--- config.mk ---
export PLATFORM = sky130hd
export DESIGN_NAME = sm83_alu_with_flags_core
export DESIGN_NICKNAME = d
export VERILOG_FILES = /design/src/hdl/sm83alu_pkg.sv /design/src/hdl/sm83alu_exec.sv /design/src/hdl/sm83_alu_with_flags_core.sv
export SDC_FILE = /design/constraint.sdc
export NUM_CORES = 1
export LEC_CHECK = 0
export ABC_AREA = 1
export BUFFER_PORTS_ARGS = -buffer_cell sky130_fd_sc_hd__buf_2
export CAP_MARGIN = 10
export CORE_ASPECT_RATIO = 1.5
export CORE_MARGIN = 2
export CORE_UTILIZATION = 39
export CTS_CLUSTER_SIZE = 30
export DETAILED_ROUTE_END_ITERATION = 12
export MAX_ROUTING_LAYER = met4
export PLACE_DENSITY_LB_ADDON = 0.25
export SYNTH_ARGS = -nofsm -noshare
export SYNTH_HDL_FRONTEND = slang
export SYNTH_SLANG_ARGS = --single-unit
--- constraint.sdc ---
create_clock -name i_clk -period 3.51 [get_ports i_clk]
set_clock_uncertainty 0.15 [all_clocks]
set_input_delay 0.1755 -clock i_clk [delete_from_list [all_inputs] [get_ports i_clk]]
set_output_delay 0.1755 -clock i_clk [all_outputs]
set_load 0.02 [all_outputs]
--- src/hdl/sm83alu_pkg.sv ---
package sm83alu_pkg;

    localparam int unsigned OpWidth = 5;

    // Operation codes carried in req_type.
    localparam logic [OpWidth-1:0] OP_ADD  = 5'd0;
    localparam logic [OpWidth-1:0] OP_ADC  = 5'd1;
    localparam logic [OpWidth-1:0] OP_SUB  = 5'd2;
    localparam logic [OpWidth-1:0] OP_SBC  = 5'd3;
    localparam logic [OpWidth-1:0] OP_AND  = 5'd4;
    localparam logic [OpWidth-1:0] OP_XOR  = 5'd5;
    localparam logic [OpWidth-1:0] OP_OR   = 5'd6;
    localparam logic [OpWidth-1:0] OP_CP   = 5'd7;
    localparam logic [OpWidth-1:0] OP_INC  = 5'd8;
    localparam logic [OpWidth-1:0] OP_DEC  = 5'd9;
    localparam logic [OpWidth-1:0] OP_CPL  = 5'd10;
    localparam logic [OpWidth-1:0] OP_RLC  = 5'd11;
    localparam logic [OpWidth-1:0] OP_RRC  = 5'd12;
    localparam logic [OpWidth-1:0] OP_RL   = 5'd13;
    localparam logic [OpWidth-1:0] OP_RR   = 5'd14;
    localparam logic [OpWidth-1:0] OP_SLA  = 5'd15;
    localparam logic [OpWidth-1:0] OP_SRA  = 5'd16;
    localparam logic [OpWidth-1:0] OP_SWAP = 5'd17;
    localparam logic [OpWidth-1:0] OP_SRL  = 5'd18;
    localparam logic [OpWidth-1:0] OP_BIT  = 5'd19;
    localparam logic [OpWidth-1:0] OP_RES  = 5'd20;
    localparam logic [OpWidth-1:0] OP_SET  = 5'd21;

    typedef struct packed {
        logic [OpWidth-1:0] req_type;
        logic [7:0]         operand_a;
        logic [7:0]         operand_b;
        logic [2:0]         bit_index;
    } t_req;

    typedef struct packed {
        logic [7:0] result;
        logic       writes_result;
        logic       flag_zero;
        logic       flag_subtract;
        logic       flag_half_carry;
        logic       flag_carry;
    } t_rsp;

    typedef struct packed {
        logic z;
        logic n;
        logic h;
        logic c;
    } t_flags;

endpackage

--- src/hdl/sm83alu_exec.sv ---
module sm83alu_exec (
    input  sm83alu_pkg::t_req   i_req,
    input  sm83alu_pkg::t_flags i_flags,
    output sm83alu_pkg::t_rsp   o_rsp,
    output sm83alu_pkg::t_flags o_flags
);

    logic [7:0]          a;
    logic [7:0]          b;
    logic                cin;
    logic                c_add;
    logic                c_sub;
    logic [8:0]          add_full;
    logic [4:0]          add_low;
    logic [8:0]          sub_full;
    logic [4:0]          sub_low;
    logic [7:0]          bit_mask;
    logic [7:0]          res;
    logic                wr;
    sm83alu_pkg::t_flags f;

    assign a   = i_req.operand_a;
    assign b   = i_req.operand_b;
    assign cin = i_flags.c;

    assign c_add = (i_req.req_type == sm83alu_pkg::OP_ADC) ? cin : 1'b0;
    assign c_sub = (i_req.req_type == sm83alu_pkg::OP_SBC) ? cin : 1'b0;

    // Bit 8 of the nine-bit difference is the borrow out of the byte.
    assign add_full = {1'b0, a} + {1'b0, b} + {8'd0, c_add};
    assign add_low  = {1'b0, a[3:0]} + {1'b0, b[3:0]} + {4'd0, c_add};
    assign sub_full = {1'b0, a} - {1'b0, b} - {8'd0, c_sub};
    assign sub_low  = {1'b0, a[3:0]} - {1'b0, b[3:0]} - {4'd0, c_sub};

    assign bit_mask = 8'h01 << i_req.bit_index;

    always_comb begin
        res = a;
        wr  = 1'b1;
        f   = i_flags;
        case (i_req.req_type)
            sm83alu_pkg::OP_ADD, sm83alu_pkg::OP_ADC: begin
                res = add_full[7:0];
                f   = '{z: (add_full[7:0] == 8'h00), n: 1'b0, h: add_low[4], c: add_full[8]};
            end
            sm83alu_pkg::OP_SUB, sm83alu_pkg::OP_SBC, sm83alu_pkg::OP_CP: begin
                res = sub_full[7:0];
                f   = '{z: (sub_full[7:0] == 8'h00), n: 1'b1, h: sub_low[4], c: sub_full[8]};
                wr  = (i_req.req_type != sm83alu_pkg::OP_CP);
            end
            sm83alu_pkg::OP_AND: begin
                res = a & b;
                f   = '{z: ((a & b) == 8'h00), n: 1'b0, h: 1'b1, c: 1'b0};
            end
            sm83alu_pkg::OP_XOR: begin
                res = a ^ b;
                f   = '{z: ((a ^ b) == 8'h00), n: 1'b0, h: 1'b0, c: 1'b0};
            end
            sm83alu_pkg::OP_OR: begin
                res = a | b;
                f   = '{z: ((a | b) == 8'h00), n: 1'b0, h: 1'b0, c: 1'b0};
            end
            sm83alu_pkg::OP_INC: begin
                res = a + 8'h01;
                f   = '{z: (a == 8'hFF), n: 1'b0, h: (a[3:0] == 4'hF), c: cin};
            end
            sm83alu_pkg::OP_DEC: begin
                res = a - 8'h01;
                f   = '{z: (a == 8'h01), n: 1'b1, h: (a[3:0] == 4'h0), c: cin};
            end
            sm83alu_pkg::OP_CPL: begin
                res = ~a;
                f   = '{z: i_flags.z, n: 1'b1, h: 1'b1, c: i_flags.c};
            end
            sm83alu_pkg::OP_RLC: begin
                res = {a[6:0], a[7]};
                f   = '{z: (a == 8'h00), n: 1'b0, h: 1'b0, c: a[7]};
            end
            sm83alu_pkg::OP_RRC: begin
                res = {a[0], a[7:1]};
                f   = '{z: (a == 8'h00), n: 1'b0, h: 1'b0, c: a[0]};
            end
            sm83alu_pkg::OP_RL: begin
                res = {a[6:0], cin};
                f   = '{z: ({a[6:0], cin} == 8'h00), n: 1'b0, h: 1'b0, c: a[7]};
            end
            sm83alu_pkg::OP_RR: begin
                res = {cin, a[7:1]};
                f   = '{z: ({cin, a[7:1]} == 8'h00), n: 1'b0, h: 1'b0, c: a[0]};
            end
            sm83alu_pkg::OP_SLA: begin
                res = {a[6:0], 1'b0};
                f   = '{z: (a[6:0] == 7'h00), n: 1'b0, h: 1'b0, c: a[7]};
            end
            sm83alu_pkg::OP_SRA: begin
                res = {a[7], a[7:1]};
                f   = '{z: (a[7:1] == 7'h00), n: 1'b0, h: 1'b0, c: a[0]};
            end
            sm83alu_pkg::OP_SWAP: begin
                res = {a[3:0], a[7:4]};
                f   = '{z: (a == 8'h00), n: 1'b0, h: 1'b0, c: 1'b0};
            end
            sm83alu_pkg::OP_SRL: begin
                res = {1'b0, a[7:1]};
                f   = '{z: (a[7:1] == 7'h00), n: 1'b0, h: 1'b0, c: a[0]};
            end
            sm83alu_pkg::OP_BIT: begin
                wr = 1'b0;
                f  = '{z: ((a & bit_mask) == 8'h00), n: 1'b0, h: 1'b1, c: cin};
            end
            sm83alu_pkg::OP_RES: begin
                res = a & ~bit_mask;
            end
            sm83alu_pkg::OP_SET: begin
                res = a | bit_mask;
            end
            default: begin
                // Unused codes pass the operand through and leave the flags alone.
                wr = 1'b0;
            end
        endcase
    end

    assign o_flags = f;
    assign o_rsp   = '{result: res, writes_result: wr, flag_zero: f.z,
                       flag_subtract: f.n, flag_half_carry: f.h, flag_carry: f.c};

endmodule

--- src/hdl/sm83_alu_with_flags_core.sv ---
// SM83 8-bit ALU with its Z, N, H and C flag register.
// Requests arrive on the input channel (i_valid / o_ready, payload i_req) and
// results leave on the output channel (o_valid / i_ready, payload o_rsp).
// A transaction is taken at a rising edge with valid and ready both high.
// Each request is captured in an input register; the ALU and flag logic sit
// between that register and the result register, which presents the result
// on o_rsp. Throughput is one transaction per cycle while the receiver
// keeps i_ready high. The flag register is updated as a request moves into
// the result register, so the next request, one stage behind, sees the
// carry that the previous one left.
// When the receiver stalls, the result register holds its transaction and the
// input register fills behind it; o_ready then drops until the result is
// taken.
// A synchronous active-low reset empties both stages and clears all flags.
module sm83_alu_with_flags_core (
    input  logic                i_clk,
    input  logic                i_rst_n,
    input  logic                i_valid,
    output logic                o_ready,
    input  sm83alu_pkg::t_req   i_req,
    output logic                o_valid,
    input  logic                i_ready,
    output sm83alu_pkg::t_rsp   o_rsp
);

    logic                r_in_valid;
    sm83alu_pkg::t_req   r_in;
    logic                r_out_valid;
    sm83alu_pkg::t_rsp   r_out;
    sm83alu_pkg::t_flags r_flags;

    sm83alu_pkg::t_rsp   n_out;
    sm83alu_pkg::t_flags n_flags;
    logic                advance;

    sm83alu_exec u_exec (
        .i_req   (r_in),
        .i_flags (r_flags),
        .o_rsp   (n_out),
        .o_flags (n_flags)
    );

    assign advance = !r_out_valid || i_ready;
    assign o_ready = !r_in_valid || advance;
    assign o_valid = r_out_valid;
    assign o_rsp   = r_out;

    always_ff @(posedge i_clk) begin
        if (!i_rst_n) begin
            r_in_valid  <= 1'b0;
            r_out_valid <= 1'b0;
            r_flags     <= '0;
        end else begin
            if (o_ready) begin
                r_in_valid <= i_valid;
            end
            if (advance) begin
                r_out_valid <= r_in_valid;
                if (r_in_valid) begin
                    r_flags <= n_flags;
                end
            end
        end
    end

    always_ff @(posedge i_clk) begin
        if (o_ready && i_valid) begin
            r_in <= i_req;
        end
        if (advance && r_in_valid) begin
            r_out <= n_out;
        end
    end

endmodule

==> results of run 1 <==
## power by group through the flow
stage | sequential [mW] | clock (mW) | combinational (mW)
after detailed placement | 0.636 | 0 | 0.493
after global routing | 0.630 | 0.641 | 0.580
after CTS | 0.625 | 0.631 | 0.517
final | 0.625 | 0.616 | 0.526
after floorplan | 0.645 | 0 | 0.322
after global placement | 0.635 | 0 | 0.490
## cell usage after synthesis (6+ instances only)
cell	count
a21oi_1	28
buf_2	8
dfxtp_1	6
edfxtp_1	37
ha_1	33
inv_1	76
inv_2	14
nand2_1	159
nand2_2	8
nand3_1	56
nand4_1	16
nor2_1	54
nor2_2	11
nor3_1	12
o211ai_1	8
o21ai_0	26
o22ai_1	14
## flip-flops by register name, indices dropped and copies added, names as in the netlist
name / count
r_flags: 4
r_in: 24
r_in_valid: 1
o_rsp: 13
o_valid: 1
## worst min path at each step
stage	slack, ns	start	cells after the start	end
5_1_grt	0.03	i_valid	3	r_in_valid$_SDFFE_PN0N_
2_1_floorplan	0.12	i_req[0]	0	r_in[0]$_DFFE_PP_
4_1_cts	0.01	i_valid	3	r_in_valid$_SDFFE_PN0N_
3_5_place_dp	0.20	i_req[12]	1	r_in[12]$_DFFE_PP_
3_3_place_gp	0.20	i_req[10]	1	r_in[10]$_DFFE_PP_
6_report	0.01	i_valid	3	r_in_valid$_SDFFE_PN0N_
## cell type report
class                           instances  share of cell area (%)
Multi-Input combinational cell        472                    50.6
Sequential cell                        43                    23.9
Timing Repair Buffer                   85                    11.5
Inverter                               94                    6.86
Tap cell                              144                    3.49
Clock buffer                            6                    2.50
Clock inverter                          2                    1.16
## critical path, cell delays in order, from the launching register on
cell,delay [ns]
edfxtp_1,0.50
nor2_2,0.23
nand2_4,0.08
inv_2,0.06
nand3_1,0.12
fa_1,0.44
fa_1,0.42
inv_1,0.09
nand3_1,0.09
nand2_1,0.18
nand2_1,0.10
nand3_1,0.09
nand2_1,0.06
nand3_1,0.10
nor2_1,0.05
nor2_1,0.10
nand2_1,0.06
nand2_1,0.08
inv_1,0.05
## what timing repair did
action	4_1_cts	5_1_grt
setup endpoints to repair	0	1
hold endpoints to repair	25	0
hold buffers	25	0
resized for setup	0	1
## metrics by stage
step | setup WS [ns] | area (sq um) | utilization [%] | power [mW] | hold WS, ns
finish | 0.222 | 5160 | 48.7 | 1.77 | 0.0115
global route | 0.0166 | 5160 | 48.7 | 1.85 | 0.0312
CTS | 0.170 | 5160 | 48.7 | 1.77 | 0.0148
detailed placement | 0.175 | 4720 | 44.6 | 1.13 | 0.204
global placement | 0.219 | 4720 | 44.6 | 1.12 | 0.201
floorplan | 0.613 | 4260 | - | 0.967 | 0.124
## kinds of logic (layout without fill, tap and decap cells)
kind of cell               count (synthesis)  count (layout)  synth area share, %
and+or+nand+nor                          336             336                 35.7
buffers and inverters                    107             187                 9.78
AOI/OAI and AO/OA                         97              97                 13.6
DFF                                       43              43                 28.9
adders and majority gates                 37              37                 11.6
xor gates and xnor gates                   2               2                0.411
## routing by layer
layer  up-vias  wire length (microns)
li1       2243                      -
met1      2100                   5900
met2       229                   7560
met3        72                    946
met4         0                   1240
met5         -                      0
==> results.json, run 1 <==
{
  "wire_per_inst_microns": 18.5,
  "antenna_found_initial": 0,
  "instances_no_fill": 846,
  "clk_latency_ns": 0.30,
  "drc": 0,
  "path_clk_slew_ns": 0.06,
  "ys_seq_elements": 43,
  "netlist_area_sq_um": 4260,
  "setup_tns_ns": 0,
  "clockBufferDepth": 2,
  "ys_dominant_reg_cell": "edfxtp_1",
  "die_w_microns": 89.3,
  "synth_fp_nets": 687,
  "synth_area_per_cell_sq_um": 6.85,
  "multi_input_area_sq_um": 2610,
  "worstHoldPathType": "input pin to register",
  "coreArea_sq_um": 10600,
  "period_needed_ns": 3.29,
  "hold_viol": 0,
  "worstPathMaxFanout": 6,
  "rows": 46,
  "fmax_mhz": 304,
  "synth_top_area_share_pct": 26.1,
  "endpoint": "o_rsp[3]$_DFFE_PP_",
  "cts_sinks": 43,
  "gp_congestion": 1.09,
  "drive_gt1_share_pct": 16.1,
  "gr-usage-met1_pct": 33.9,
  "start_util_pct": 40.2,
  "grt_pass1_vias": 4507,
  "ir_worst_vdd_v": 0.000244,
  "area_delta_synth_final_pct": 21.2,
  "layout_common_cells": "159 x nand2_1, 76 x inv_1, 56 x nand3_1, 54 x nor2_1, 42 x buf_2",
  "worstSetupStartpoint": "r_in[23]$_DFFE_PP_",
  "met3_usage_pct": 3.63,
  "ys_seq_area_share_pct": 28.9,
  "critical_path.endpoint_type": "register",
  "comb_power_share_pct": 29.8,
  "fill_cells": 1124,
  "grt_max_degree": 25,
  "dpl.hpwl_microns": 12300,
  "vias": 4644,
  "slew_headroom_pct": 33.2,
  "fp.dieH_microns": 132,
  "period_share_pct": 93.7,
  "io-pin-count": 43,
  "cp.required_ns": 3.41,
  "regArea_sq_um": 1230,
  "ys_types": 44,
  "p_sw_uw": 574,
  "power_density_nw_per_um2": 342,
  "grt.overflow.total": 0,
  "maxCapViolCount": 0,
  "synth.area.top_cells": "edfxtp_1 26%, nand2_1 14%, ha_1 9.7%",
  "cts_setup_buffers": 0,
  "worstSetupPathType": "register to register",
  "pwr-share-seq_pct": 35.4,
  "numPlacedInstances": 813,
  "drtAntennaViolNets": 0,
  "vias_per_cell": 5.49,
  "die_area_sq_um": 11800,
  "start_kind": "register",
  "critPathArrivalTime_ns": 3.19,
  "grt_pass1_wl_microns": 24300,
  "setup-violations-final": 0,
  "diodes": 0,
  "grt_setup_unrepaired": "false",
  "outcome": "completed",
  "r2r_end": "o_rsp[3]$_DFFE_PP_",
  "r2r_slack_ns": 0.22,
  "port-buffer-count": 42,
  "drt-pass1-iter-count": 5,
  "timing.rr.start": "r_in[23]$_DFFE_PP_",
  "r2r_cells": 18,
  "async_flop_share_pct": 0,
  "mostFrequentLayoutCell": "nand2_1",
  "power.share.clock_pct": 34.9,
  "nets": 766,
  "cts_root_buffer": "clkbuf_16",
  "yosysWarnings": 0,
  "wl_microns": 15600,
  "synth_cells": 622,
  "drv_slew": 0,
  "synth_edf_count": 37,
  "drtIter0Drc": 418,
  "grt-busiest-layer": "met2",
  "track_usage_pct": 28.3,
  "cts-buffers-inserted": 5,
  "p_int_mw": 1.19,
  "yosys.area.top_type": "edfxtp_1",
  "gr-usage-met2_pct": 43.4,
  "netSwitchingFraction_pct": 32.5,
  "cts_tree": "yes",
  "worst_pin_slew_ns": 1.00,
  "htree_levels": 2,
  "leakage_nw": 2.48
}
(Power assumes the default switching activity.)
==> inputs of run 2 (changes only) <==
ABC_CLOCK_PERIOD_IN_PS = 3510   (was unset)
GPL_TIMING_DRIVEN = 0   (was unset)
==> run 2 against run 1 <==
Against the previous run:
- register-to-register slack got worse by 0.04 ns
- cell count down 0.24%
- largest cell class unchanged
- critical endpoint unchanged
- setup slack worse by 0.040 ns
==> results.json, run 2 (same netlist as run 1, synthesis figures left out) <==
{
  "power.share.clock_pct": 32.5,
  "gp_congestion": 0.983,
  "dpl_cell_area_sq_um": 4650,
  "cp_top_family": "simple AND/OR/NAND/NOR gates",
  "slowest_stage": "edfxtp_1",
  "path_common_cell": "nand2_1",
  "utilization_pct": 48.3,
  "cts_tree": "yes",
  "fp.dieH_microns": 132,
  "slew_headroom_pct": 33.4,
  "drtIter0Drc": 477,
  "port-buffer-count": 42,
  "comb_power_share_pct": 30.6,
  "start_util_pct": 40.2,
  "critPathArrivalTime_ns": 3.23,
  "slowest_delay_ns": 0.52,
  "start_kind": "register",
  "io-pin-count": 43,
  "instances_no_fill": 844,
  "coreArea_sq_um": 10600,
  "drt-pass1-iter-count": 5,
  "setup-violations-final": 0,
  "vias": 4614,
  "numPlacedInstances": 808,
  "leakage_nw": 2.44,
  "netSwitchingFraction_pct": 34.7,
  "mostFrequentLayoutCell": "nand2_1",
  "drive_gt1_share_pct": 16.3,
  "period_share_pct": 94.8,
  "nets": 764,
  "outcome": "completed",
  "clk_latency_ns": 0.30,
  "maxCapViolCount": 0,
  "die_w_microns": 89.3,
  "die_area_sq_um": 11800,
  "period_needed_ns": 3.33,
  "vias_per_cell": 5.47,
  "rows": 46,
  "cp.required_ns": 3.41,
  "cts-buffers-inserted": 5,
  "pwr-share-seq_pct": 36.9,
  "drc": 0,
  "worst_pin_slew_ns": 0.997,
  "largest_register_ffs": 24,
  "critical_path.endpoint_type": "register",
  "grt_pass1_wl_microns": 23400,
  "htree_levels": 2,
  "diodes": 0,
  "drtAntennaViolNets": 0,
  "grt_pass1_vias": 4277,
  "grt.overflow.total": 0,
  "worstPathMaxFanout": 6,
  "worstHoldPathType": "input pin to register",
  "wire_per_inst_microns": 18.5,
  "power_density_nw_per_um2": 330,
  "grt_setup_unrepaired": "false",
  "largest_register": "r_in",
  "antenna_found_initial": 0,
  "hold_viol": 0,
  "worstPathCellList": "nor2_2 > nand2_4 > inv_2 > nand3_1 > fa_1 > fa_1 > inv_1 > nand3_1 > nand2_1 > nand2_1 > nand3_1 > nand2_1 > nand3_1 > nor2_1 > nor2_1 > nand2_1 > nand2_1 > inv_1",
  "area_delta_synth_final_pct": 20.2,
  "fmax_mhz": 300,
  "p_int_mw": 1.10,
  "drv_slew": 0,
  "cts_sinks": 43,
  "p_sw_uw": 588,
  "wl_microns": 15600,
  "grt_max_degree": 25,
  "cts_root_buffer": "clkbuf_16",
  "clockBufferDepth": 2,
  "ir_worst_vdd_v": 0.000187,
  "stdcell_area_sq_um": 5120,
  "path_buf_inv": 3,
  "track_usage_pct": 27.4,
  "layout_common_cells": "159 x nand2_1, 75 x inv_1, 55 x nand3_1, 54 x nor2_1, 49 x buf_2",
  "worstSetupPathType": "register to register",
  "dpl.hpwl_microns": 12300,
  "path_clk_slew_ns": 0.06
}
-- run 2: repair_timing --
action | CTS | global route
endpoints found under the setup margin | 2 | 2
hold buffers | 24 | 0
resized for setup | 1 | 7
endpoints found under the hold margin | 24 | 0
setup buffers | 0 | 5
-- run 2: cell type report --
type,instances,area [sq um]
Buffer,12,61.3
Clock buffer,7,164
Clock inverter,1,5.00
Fill cell,1140,5470
Inverter,94,363
Multi-Input combinational cell,472,2630
Sequential cell,43,1230
Tap cell,144,180
Timing Repair Buffer,71,488
-- run 2: metal layers --
metal  GRT usage [%]  up-vias  routed length [microns]
met5               -        -                        0
met4            12.8        0                      801
met3            4.88       44                     1110
met2            44.4      214                     7820
met1            32.1     2120                     5900
li1                -     2236                        -
-- run 2: worst paths after layout --
path	slack (ns)	endpoint	cells after the start	start
worst max-delay path	0.18	o_rsp[3]$_DFFE_PP_	18	r_in[23]$_DFFE_PP_
worst min-delay path	0.004	r_in_valid$_SDFFE_PN0N_	3	i_valid
worst max register to register	0.18	o_rsp[3]$_DFFE_PP_	18	r_in[23]$_DFFE_PP_
worst min register to register	0.36	o_valid$_SDFFE_PN0P_	2	o_valid$_SDFFE_PN0P_
-- run 2: power groups by stage --
| stage | Clock (mW) | Sequential [mW] | Combinational (mW) |
|---|---|---|---|
| final | 0.549 | 0.624 | 0.518 |
| after global routing | 0.564 | 0.629 | 0.572 |
| after CTS | 0.553 | 0.624 | 0.503 |
| after detailed placement | 0 | 0.635 | 0.481 |
| after global placement | 0 | 0.634 | 0.478 |
| after floorplan | 0 | 0.645 | 0.322 |
-- run 2: worst register-to-register path, delay by kind of cell, from the launching register on --
kind	cells	cell delay (ns)
buffers and inverters	3	0.20
DFF	1	0.52
adders and majority gates	2	0.86
and+or+nand+nor	13	1.34
-- run 2: per-stage QoR --
step	hold slack, ns	worst slack [ns]	setup TNS [ns]	total power [mW]
4_1_cts	0.00698	0.0107	0	1.68
6_report	0.00431	0.182	0	1.69
5_1_grt	0.00629	0.00261	0	1.76
2_1_floorplan	0.124	0.613	0	0.967
3_5_place_dp	0.204	-0.101	-0.133	1.12
3_3_place_gp	0.201	-0.116	-0.171	1.11
==> inputs of run 3 (changes only) <==
CORE_UTILIZATION = 25   (was 39)
SYNTH_HIERARCHICAL = 1   (was unset)
==> run 3 against run 2 <==
Against the previous run:
- wire length increased by 7.8%
- maximum frequency decreased by 1.7%
- critical path type unchanged
- global-route usage decreased by 9.2 points
- utilization decreased by 17 points
- largest cell class unchanged
- die area increased by 58%
- setup slack got worse by 0.058 ns
- largest power group unchanged
- sequential cell count unchanged
- hold slack improved by 0.038 ns
==> results.json, run 3 <==
{
  "outcome": "completed",
  "ys_seq_area_share_pct": 28.1,
  "dpl.hpwl_microns": 13300,
  "fp.dieH_microns": 166,
  "grt_pass1_vias": 4662,
  "ys_types": 41,
  "yosysWarnings": 6,
  "period_share_pct": 96.5,
  "clockBufferDepth": 2,
  "critical_path.endpoint_type": "register",
  "layout_common_cells": "167 x nand2_1, 99 x nor2_1, 72 x inv_1, 66 x nand3_1, 44 x buf_2",
  "coreArea_sq_um": 17300,
  "drtAntennaViolNets": 0,
  "async_flop_share_pct": 0,
  "setup-violations-final": 0,
  "yosysMostFrequentCell": "nand2_1",
  "hold_viol": 0,
  "start_util_pct": 25.4,
  "drive_gt1_share_pct": 15.9,
  "gp_congestion": 1.01,
  "yosys.area.top_type": "edfxtp_1",
  "hold_slack_ns": 0.0421,
  "largest_register": "r_in",
  "worstHoldPathType": "input pin to register",
  "largest_register_ffs": 24,
  "worstPathMaxFanout": 10,
  "regArea_sq_um": 1230,
  "htree_levels": 2,
  "vias": 4868,
  "drtIter0Drc": 555,
  "wire_per_inst_microns": 17.4,
  "finalWorstSetupSlack_ns": 0.124,
  "nets": 817,
  "synth_cells": 664,
  "dr_wl_met2_microns": 8180,
  "port-buffer-count": 42,
  "drc": 0,
  "synthTopCellsByCount": "169 x nand2_1, 101 x nor2_1, 73 x inv_1, 68 x nand3_1, 37 x edfxtp_1",
  "multi_input_area_sq_um": 2760,
  "slew_headroom_pct": 38.7,
  "area_delta_synth_final_pct": 23.6,
  "mostFrequentLayoutCell": "nand2_1",
  "cts-buffers-inserted": 5,
  "period_needed_ns": 3.39,
  "vias_per_cell": 5.04,
  "track_usage_pct": 18.2,
  "cts_tree": "yes",
  "wirelength_met1_microns": 6320,
  "wl_met3_microns": 860,
  "fmax_mhz": 295,
  "grt_max_degree": 25,
  "power_density_nw_per_um2": 312,
  "grt.overflow.total": 0,
  "path_clk_slew_ns": 0.07,
  "netlist_area_sq_um": 4390,
  "synth_fp_nets": 729,
  "clk_latency_ns": 0.30,
  "ir_worst_vdd_v": 0.000184,
  "rows": 59,
  "cts_sinks": 43,
  "dpl_cell_area_sq_um": 4860,
  "die_area_sq_um": 18600,
  "drv_slew": 0,
  "synth_area_per_cell_sq_um": 6.61,
  "place_ws_ns": -0.508,
  "io-pin-count": 43,
  "worst_pin_slew_ns": 0.918,
  "grt_setup_unrepaired": "false",
  "ys_seq_elements": 43,
  "wl_microns": 16800,
  "grt_pass1_wl_microns": 25500,
  "cts_root_buffer": "clkbuf_16",
  "worstSetupPathType": "register to register",
  "die_w_microns": 112,
  "highest-signal-layer": "met4",
  "synth.area.top_cells": "edfxtp_1 25%, nand2_1 14%, ha_1 9.4%",
  "start_kind": "register",
  "leakage_nw": 2.52,
  "maxCapViolCount": 0,
  "diodes": 0,
  "critPathArrivalTime_ns": 3.29,
  "setup_tns_ns": 0,
  "fill_cells": 1979,
  "utilization_pct": 31.4,
  "ys_dominant_reg_cell": "edfxtp_1",
  "synth_top_area_share_pct": 25.3,
  "stdcell_area_sq_um": 5420,
  "drt-pass1-iter-count": 6,
  "cp.required_ns": 3.42,
  "synth_edf_count": 37,
  "antenna_found_initial": 0
}
-- run 3: cell count changes after synthesis, sizes merged, moves of 3 or more --
| cell | delta |
|---|---|
| nor2 | +34 |
| a21oi | -3 |
| nand3 | +12 |
| o21ai | +5 |
| nor3 | -5 |
| o22ai | -3 |
| nand2 | +5 |
| inv | -4 |
| a221oi | -3 |
| clkbuf | +4 |
-- run 3: final timing paths --
check	cells past startpoint	slack (ns)	from	to
hold reg to reg	2	0.35	r_flags[2]$_SDFFE_PN0P_	r_flags[2]$_SDFFE_PN0P_
setup reg to reg	16	0.12	r_in[16]$_DFFE_PP_	o_rsp[3]$_DFFE_PP_
hold / removal	4	0.04	i_ready	r_in_valid$_SDFFE_PN0P_
setup / recovery	16	0.12	r_in[16]$_DFFE_PP_	o_rsp[3]$_DFFE_PP_
-- run 3: stage by stage --
stage | total power, mW | cells
2_1_floorplan | 0.998 | 664
3_3_place_gp | 1.16 | 919
3_5_place_dp | 1.16 | 919
4_1_cts | 1.69 | 954
5_1_grt | 1.79 | 966
6_report | 1.69 | 966
-- run 3: cell type report --
| class | count | share of cell area [%] |
|---|---|---|
| Timing Repair Buffer | 82 | 10.6 |
| Buffer | 17 | 1.96 |
| Clock buffer | 5 | 2.31 |
| Multi-Input combinational cell | 514 | 50.9 |
| Clock inverter | 3 | 0.392 |
| Sequential cell | 43 | 22.7 |
| Tap cell | 213 | 4.91 |
| Inverter | 89 | 6.25 |
-- run 3: worst max-delay path, stage by stage (launching register included) --
cell,delay (ns)
edfxtp_1,0.45
buf_2,0.31
inv_1,0.24
ha_1,0.44
ha_1,0.44
nand2_1,0.08
inv_1,0.09
nand3_1,0.10
nand3_1,0.08
nand2_1,0.05
nand2_1,0.12
nor2_1,0.05
nand2_1,0.15
nand3_1,0.13
nor2_2,0.11
nor2_2,0.05
buf_4,0.12
-- run 3: cell families (layout without fill, tap and decap cells) --
group                      Yosys count  count (layout)  synth area share (%)
buffers and inverters              107             196                  9.93
xor gates and xnor gates             2               2                 0.399
DFF                                 43              43                  28.1
adders and majority gates           37              37                  11.2
AOI/OAI and AO/OA                   89              89                  11.9
and+or+nand+nor                    386             386                  38.5
-- run 3: power by group --
| part | internal [mW] | leakage (nW) | switching (mW) | total, mW |
|---|---|---|---|---|
| Combinational | 0.208 | 2.04 | 0.369 | 0.576 |
| Sequential | 0.599 | 0.407 | 0.0253 | 0.625 |
| Clock | 0.268 | 0.0751 | 0.224 | 0.492 |
-- run 3: timing repair --
action                                  4_1_cts  5_1_grt
setup buffers                                 1       12
hold buffers                                 26        0
endpoints found under the setup margin       10        5
endpoints found under the hold margin        28        0
gates resized for setup                       7       15
pin swaps                                     0        2
-- run 3: metal layers --
metal	GRT usage, %	up-vias
met4	14.8	0
met1	19.5	2178
met5	-	-
met3	1.86	85
met2	30.1	221
li1	-	2384
